<file path="src/rtl/thw_pkg.sv">
package thw_pkg;

    // Channel count limits and default
    localparam int THW_NUM_CHANNELS = 32;
    localparam int THW_MAX_CHANNELS = 32;

    // Field widths
    localparam int CMD_W   = 2;
    localparam int CHAN_W  = 5;
    localparam int STALL_W = 11;
    localparam int LIMIT_W = 10;
    localparam int FAILS_W = 6;
    localparam int CFG_IDX_W  = 2;
    localparam int CFG_DATA_W = 32;

    localparam logic [STALL_W-1:0] STALL_MAX   = 11'h7FF;
    localparam logic [LIMIT_W-1:0] LIMIT_RESET = 10'd50;

    // Command codes
    localparam logic [CMD_W-1:0] CMD_KICK  = 2'd0;
    localparam logic [CMD_W-1:0] CMD_TICK  = 2'd1;
    localparam logic [CMD_W-1:0] CMD_STOP  = 2'd2;
    localparam logic [CMD_W-1:0] CMD_START = 2'd3;

    // Configuration register indexes
    localparam logic [CFG_IDX_W-1:0] REG_MONITOR_ENABLE = 2'd0;
    localparam logic [CFG_IDX_W-1:0] REG_CHANNEL_MASK   = 2'd1;
    localparam logic [CFG_IDX_W-1:0] REG_STALL_LIMIT    = 2'd2;

    typedef struct packed {
        logic [CMD_W-1:0]  command;
        logic [CHAN_W-1:0] channel;
    } thw_req_t;

    typedef struct packed {
        logic               wdt_clear;
        logic               reboot_request;
        logic               device_error;
        logic [FAILS_W-1:0] failing_count;
        logic [CHAN_W-1:0]  last_failing_channel;
    } thw_result_t;

    // Outcome of one channel visit, from the stall unit to the store
    typedef struct packed {
        logic               wr;
        logic               clr_kick;
        logic [STALL_W-1:0] count;
        logic               fail;
    } thw_step_t;

endpackage

</file>
<file path="src/rtl/thw_stall_unit.sv">
module thw_stall_unit
    import thw_pkg::*;
(
    input  logic               enabled,
    input  logic               kicked,
    input  logic [STALL_W-1:0] count,
    input  logic [LIMIT_W-1:0] limit,
    output thw_step_t          step
);

    logic [STALL_W-1:0] inc_count;

    // Saturating increment of the stall count
    always_comb
    begin
        if (count == STALL_MAX)
        begin
            inc_count = count;
        end
        else
        begin
            inc_count = count + STALL_W'(1);
        end
    end

    // Kicked channel is cleared, unkicked one stalls and may fail
    always_comb
    begin
        step.wr       = enabled;
        step.clr_kick = enabled && kicked;
        step.count    = kicked ? '0 : inc_count;
        step.fail     = enabled && !kicked && (inc_count > {1'b0, limit});
    end

endmodule

</file>
<file path="src/rtl/thw_chan_store.sv">
module thw_chan_store
    import thw_pkg::*;
#(
    parameter int NUM_CHANNELS = THW_NUM_CHANNELS,
    localparam int IdxW = $clog2(NUM_CHANNELS > 1 ? NUM_CHANNELS : 2)
)
(
    input  logic               clk,
    input  logic               rst_n,
    input  logic               kick_en,
    input  logic [IdxW-1:0]    kick_idx,
    input  logic               walk_en,
    input  logic [IdxW-1:0]    walk_idx,
    input  thw_step_t          step,
    output logic               rd_kicked,
    output logic [STALL_W-1:0] rd_count
);

    logic [NUM_CHANNELS-1:0] kicked_reg;
    logic [STALL_W-1:0]      stall_reg [NUM_CHANNELS];

    assign rd_kicked = kicked_reg[walk_idx];
    assign rd_count  = stall_reg[walk_idx];

    // Per-channel kick marks and stall counts
    for (genvar i = 0; i < NUM_CHANNELS; i++)
    begin : g_chan
        always_ff @(posedge clk or negedge rst_n)
        begin
            if (!rst_n)
            begin
                kicked_reg[i] <= 1'b0;
                stall_reg[i]  <= '0;
            end
            else
            begin
                if (kick_en && kick_idx == IdxW'(i))
                begin
                    kicked_reg[i] <= 1'b1;
                end
                else if (walk_en && walk_idx == IdxW'(i) && step.clr_kick)
                begin
                    kicked_reg[i] <= 1'b0;
                end
                if (walk_en && walk_idx == IdxW'(i) && step.wr)
                begin
                    stall_reg[i] <= step.count;
                end
            end
        end
    end

endmodule

</file>
<file path="src/rtl/task_heartbeat_watchdog_core.sv">
// Kick, stop and start requests give no result.
// A tick with monitoring off gives its result in the cycle after acceptance.
// A tick with monitoring on visits one channel a cycle through one shared
// stall unit while busy, and gives its result in the cycle after the last visit.
// The result strobe lasts one cycle; the receiver cannot stall it.
// Reset clears all kick marks, stall counts and flags; config registers return to defaults.
module task_heartbeat_watchdog_core
    import thw_pkg::*;
#(
    parameter int NUM_CHANNELS = THW_NUM_CHANNELS
)
(
    input  logic                  clk,
    input  logic                  rst_n,
    input  logic                  start,
    output logic                  busy,
    input  thw_req_t              req,
    output logic                  done,
    output thw_result_t           result,
    input  logic                  cfg_valid,
    output logic                  cfg_ready,
    input  logic [CFG_IDX_W-1:0]  cfg_index,
    input  logic [CFG_DATA_W-1:0] cfg_data
);

    localparam int IdxW = $clog2(NUM_CHANNELS > 1 ? NUM_CHANNELS : 2);
    localparam logic ST_IDLE = 1'b0;
    localparam logic ST_WALK = 1'b1;

    logic                  state_reg, state_next;
    logic [IdxW-1:0]       idx_reg, idx_next;
    logic [FAILS_W-1:0]    fails_reg, fails_next;
    logic [CHAN_W-1:0]     last_reg, last_next;
    logic                  run_reg, run_next;
    logic                  dev_err_reg, dev_err_next;
    logic                  done_reg, done_next;
    thw_result_t           result_reg, result_next;

    logic                  mon_en_reg;
    logic [31:0]           mask_reg;
    logic [LIMIT_W-1:0]    limit_reg;

    logic                  accept;
    logic                  kick_en;
    logic                  walk_en;
    logic                  last_step;
    logic                  rd_kicked;
    logic [STALL_W-1:0]    rd_count;
    thw_step_t             step;
    logic [FAILS_W-1:0]    fails_now;
    logic [CHAN_W-1:0]     last_now;

    assign busy      = (state_reg == ST_WALK);
    assign done      = done_reg;
    assign result    = result_reg;
    assign cfg_ready = 1'b1;
    assign accept    = start && !busy;
    assign walk_en   = busy;
    assign last_step = (idx_reg == IdxW'(NUM_CHANNELS - 1));
    assign kick_en   = accept && (req.command == CMD_KICK)
                       && ({1'b0, req.channel} < (CHAN_W + 1)'(NUM_CHANNELS));

    // Configuration registers
    always_ff @(posedge clk or negedge rst_n)
    begin
        if (!rst_n)
        begin
            mon_en_reg <= 1'b0;
            mask_reg   <= '0;
            limit_reg  <= LIMIT_RESET;
        end
        else if (cfg_valid && cfg_ready)
        begin
            case (cfg_index)
                REG_MONITOR_ENABLE: mon_en_reg <= cfg_data[0];
                REG_CHANNEL_MASK:   mask_reg   <= cfg_data;
                REG_STALL_LIMIT:    limit_reg  <= cfg_data[LIMIT_W-1:0];
                default:            ;
            endcase
        end
    end

    thw_chan_store #(
        .NUM_CHANNELS(NUM_CHANNELS)
    ) u_store (
        .clk       (clk),
        .rst_n     (rst_n),
        .kick_en   (kick_en),
        .kick_idx  (req.channel[IdxW-1:0]),
        .walk_en   (walk_en),
        .walk_idx  (idx_reg),
        .step      (step),
        .rd_kicked (rd_kicked),
        .rd_count  (rd_count)
    );

    thw_stall_unit u_stall (
        .enabled (mask_reg[idx_reg]),
        .kicked  (rd_kicked),
        .count   (rd_count),
        .limit   (limit_reg),
        .step    (step)
    );

    // Running totals including the channel visited this cycle
    assign fails_now = fails_reg + FAILS_W'(step.fail);
    assign last_now  = step.fail ? CHAN_W'(idx_reg) : last_reg;

    // Sequencer
    always_comb
    begin
        state_next   = state_reg;
        idx_next     = idx_reg;
        fails_next   = fails_reg;
        last_next    = last_reg;
        run_next     = run_reg;
        dev_err_next = dev_err_reg;
        done_next    = 1'b0;
        result_next  = result_reg;
        case (state_reg)
            ST_IDLE:
            begin
                if (accept)
                begin
                    case (req.command)
                        CMD_STOP:  run_next = 1'b0;
                        CMD_START: run_next = 1'b1;
                        CMD_TICK:
                        begin
                            if (mon_en_reg)
                            begin
                                state_next = ST_WALK;
                                idx_next   = '0;
                                fails_next = '0;
                                last_next  = '0;
                            end
                            else
                            begin
                                done_next   = 1'b1;
                                result_next = '{wdt_clear:            1'b0,
                                                reboot_request:       !run_reg,
                                                device_error:         dev_err_reg,
                                                failing_count:        '0,
                                                last_failing_channel: '0};
                            end
                        end
                        default: ;
                    endcase
                end
            end
            ST_WALK:
            begin
                fails_next = fails_now;
                last_next  = last_now;
                idx_next   = idx_reg + IdxW'(1);
                if (last_step)
                begin
                    state_next   = ST_IDLE;
                    idx_next     = '0;
                    dev_err_next = (fails_now != '0);
                    done_next    = 1'b1;
                    result_next  = '{wdt_clear:            (fails_now == '0) && run_reg,
                                     reboot_request:       1'b0,
                                     device_error:         (fails_now != '0),
                                     failing_count:        fails_now,
                                     last_failing_channel: last_now};
                end
            end
            default:
            begin
                state_next = ST_IDLE;
            end
        endcase
    end

    // Control state
    always_ff @(posedge clk or negedge rst_n)
    begin
        if (!rst_n)
        begin
            state_reg   <= ST_IDLE;
            idx_reg     <= '0;
            run_reg     <= 1'b0;
            dev_err_reg <= 1'b0;
            done_reg    <= 1'b0;
        end
        else
        begin
            state_reg   <= state_next;
            idx_reg     <= idx_next;
            run_reg     <= run_next;
            dev_err_reg <= dev_err_next;
            done_reg    <= done_next;
        end
    end

    // Accumulators and result payload
    always_ff @(posedge clk)
    begin
        fails_reg  <= fails_next;
        last_reg   <= last_next;
        result_reg <= result_next;
    end

endmodule

</file>
<file path="config.mk">
export PLATFORM = sky130hd
export DESIGN_NAME = task_heartbeat_watchdog_core
export DESIGN_NICKNAME = d
export VERILOG_FILES = /design/src/rtl/thw_pkg.sv /design/src/rtl/thw_stall_unit.sv /design/src/rtl/thw_chan_store.sv /design/src/rtl/task_heartbeat_watchdog_core.sv
export SDC_FILE = /design/constraint.sdc
export NUM_CORES = 1
export LEC_CHECK = 0
export BUFFER_PORTS_ARGS = -buffer_cell sky130_fd_sc_hd__buf_2
export CORE_UTILIZATION = 56
export DETAILED_ROUTE_END_ITERATION = 10
export GPL_TIMING_DRIVEN = 0
export HOLD_SLACK_MARGIN = 0.08
export PLACE_DENSITY = 0.73
export SKIP_LAST_GASP = 1
export SYNTH_ARGS = -nofsm -noshare
export SYNTH_HDL_FRONTEND = slang
export SYNTH_SLANG_ARGS = --single-unit
</file>
<file path="constraint.sdc">
create_clock -name clk -period 11.88 [get_ports clk]
set_clock_uncertainty 0.2 [all_clocks]
set_input_delay 2.376 -clock clk [delete_from_list [all_inputs] [get_ports clk]]
set_output_delay 2.376 -clock clk [all_outputs]
set_load 0.01 [all_outputs]
</file>
==> flow_summary.toml <==
[run_status]
status = "finished, violations left"
violations = "max-capacitance violations, max-slew violations"

[logic_synthesis]
synth.largest_area_cell = "dfrtp_1"
synthTopCellsByArea = "dfrtp_1 (50%), mux2_2 (8.7%), a22o_1 (7.9%), mux4_2 (7.6%), edfxtp_1 (3.5%)"
syn_avg_cell_area_um2 = 13.1
syn_nets = 1729
synth_ff_type = "dfrtp_1"
netlist_area_um2 = 21700
netlist_instances = 1665
async_flop_share_pct = 94.6
synth-warning-count = 0
synth_edf_count = 25
ys_types = 83
synth_top_area_share_pct = 49.8
synth-seq-cells = 461
seq_area_frac_synth_pct = 53.7

[grt]
track_usage_pct = 37.9
grt_max_degree = 126
grt_pass1_vias = 16342
antenna_found_initial = 2
busiest_layer = "met2"
grt_first_pass_wirelength_um = 107000
grt_overflow_total = 0
met1_usage_pct = 51.2
grt_use_met3_pct = 11.7
met2_usage_pct = 55.2

[finish]
num-fill-cells = 2883
final_cell_mix = "dfrtp_1 (433), a22o_1 (197), mux2_2 (167)"
antenna_cells = 0
areaGrowthSynthToFinish_pct = 12.0
layout_commonest_cell = "dfrtp_1"
largest_reg_flops = 352
nets = 1843
drive_gt1_share_pct = 27.4
final_area_um2 = 24300

[drt]
drtIter0Drc = 2215
wire_per_inst_um = 30.9
avgViaCountPerCell = 7.00
drtAntennaViolNets = 0
drc_errors = 0
wl_um = 71800
drt_pre_antenna_iters = 6
dr_total_vias = 16296

[cts]
clockBufferDepth = 3
cts_resized = 0
clkSinkCount = 461
post_cts_buffers = 0
h-tree-depth = 2
cts_buffers = 47
clk_latency_ns = 0.59
hold_buffers = 0
path_clk_slew_ns = 0.06
cts_tree = "built"
cts_root_buffer = "clkbuf_16"

[timing]
finalMaxSlewViolations = 14
fin_crit_sh_pct = 72.4
tightest_slew_ns = 1.54
setup_tns_ns = 0
hold_violations = 0
min_period_ns = 8.61
relSlewSlack_pct = -5.37
rsz0062_at_grt = "no"
timing.final.ws_setup_ns = 3.27
holdWs_ns = 0.277
fmax_mhz = 116
setup_viol = 0

[critical_path]
critPathBufInv = 6
worstPathRequired_ns = 12.00
end_kind = "flop"
cp_max_fo = 10
critical_path.max_stage_delay_ns = 0.70
cpMostUsedCell = "ha_1"
start_kind = "flop"
cp.arrival_ns = 8.72
cp_slowest_cell = "a211oi_4"
cp_top_family = "buffers and inverters"
crit_type = "reg -> reg"

[die]
ios = 62
die_area_um2 = 39600
die_h_um = 199
core_um2 = 37900
row_count = 71
die_x_um = 199
start_util_pct = 57.3

[run]
cap_violations = 2

[power]
powerDensity_nw_per_um2 = 239
p_leak_nw = 10.9
ir_drop_mv = 0.122

[placement]
dp_hpwl_um = 50500
dpl_cell_area_um2 = 22800
dp_slack_ns = 3.64
gp_congestion = 1.01
portBuffers = 60

[min_path]
worst_hold_path_type = "reg -> reg"
==> cells in the mapped netlist (8+ instances only) <==
master    instances
nand2_1         120
nor2b_1          12
inv_1            20
nor3_1            9
clkbuf_1         44
nand3_1          41
o22ai_1           8
mux2_2          167
buf_4            21
mux2i_1          59
nor2_1           56
edfxtp_1         25
a22oi_1           9
a22o_1          197
nand4_1          12
ha_1             19
buf_2            60
mux4_2           73
dfrtp_1         433
o21ai_0          72
o31ai_1          59
a21oi_1          10
==> cells by family (layout without fill, tap and decap cells) <==
logic type               after synthesis  in the layout  share of synthesized area, %
flip-flops                           461            461                          53.7
XOR/XNOR                               8              8                         0.357
multiplexers                         302            302                          19.2
other                                  1              1                        0.0173
adder cells (fa/ha/maj)               19             19                          1.09
buffers and inverters                160            311                          3.95
AO/OA/AOI/OAI                        420            420                          15.2
AND/OR/NAND/NOR                      294            294                          6.60
==> power by group <==
part / total (mW) / internal [mW] / switching [mW]
registers: 1.92 / 1.80 / 0.122
logic: 2.41 / 0.717 / 1.69
clock network: 1.49 / 0.869 / 0.625
==> layout make-up <==
type / count / area [um2] / share of cell area [%]
flip-flops and latches: 461 / 11700 / 47.9
multi-input cells: 1044 / 9210 / 37.8
clock buffers: 75 / 1430 / 5.89
plain buffers: 139 / 781 / 3.21
well taps: 511 / 639 / 2.63
repair buffers: 65 / 428 / 1.76
clock inverters: 11 / 109 / 0.447
inverters: 21 / 78.8 / 0.324
==> through the flow <==
stage	utilization, %	power [mW]	std cells
2_1_floorplan	-	3.35	1665
3_5_place_dp	60.1	4.25	2241
3_3_place_gp	59.8	4.20	2236
4_1_cts	64.2	5.73	2327
5_1_grt	64.2	5.98	2327
6_report	64.2	5.83	2327
==> path summary, 6_finish.rpt <==
| check | from | end | slack, ns | depth (start not counted) |
|---|---|---|---|---|
| max in group asynchronous | rst_n | u_store.stall_reg[318] | 8.71 | 3 |
| worst max register to register | idx_reg[2] | result[11] | 3.27 | 29 |
| worst min register to register | u_store.stall_reg[144] | u_store.stall_reg[144] | 0.28 | 2 |
| worst min-delay path | u_store.stall_reg[144] | u_store.stall_reg[144] | 0.28 | 2 |
| worst max-delay path | idx_reg[2] | result[11] | 3.27 | 29 |
| min in group asynchronous | rst_n | idx_reg[4] | 1.44 | 1 |
==> worst reg2reg max path: cells and delay by family (launching register included) <==
kind	cells	cell delay (ns)
AND/OR/NAND/NOR	9	1.94
flip-flops	1	0.32
XOR/XNOR	1	0.18
AO/OA/AOI/OAI	9	2.10
multiplexers	1	0.46
adder cells (fa/ha/maj)	3	0.87
buffers and inverters	6	2.27
==> per-layer routing <==
layer  vias up  part of all wire, %
met5         -                0.011
met4         2                  5.4
met3       273                   12
met2      1110                   44
met1      8329                   39
li1       6582                    -
Power figures use the tool's default switching activity.
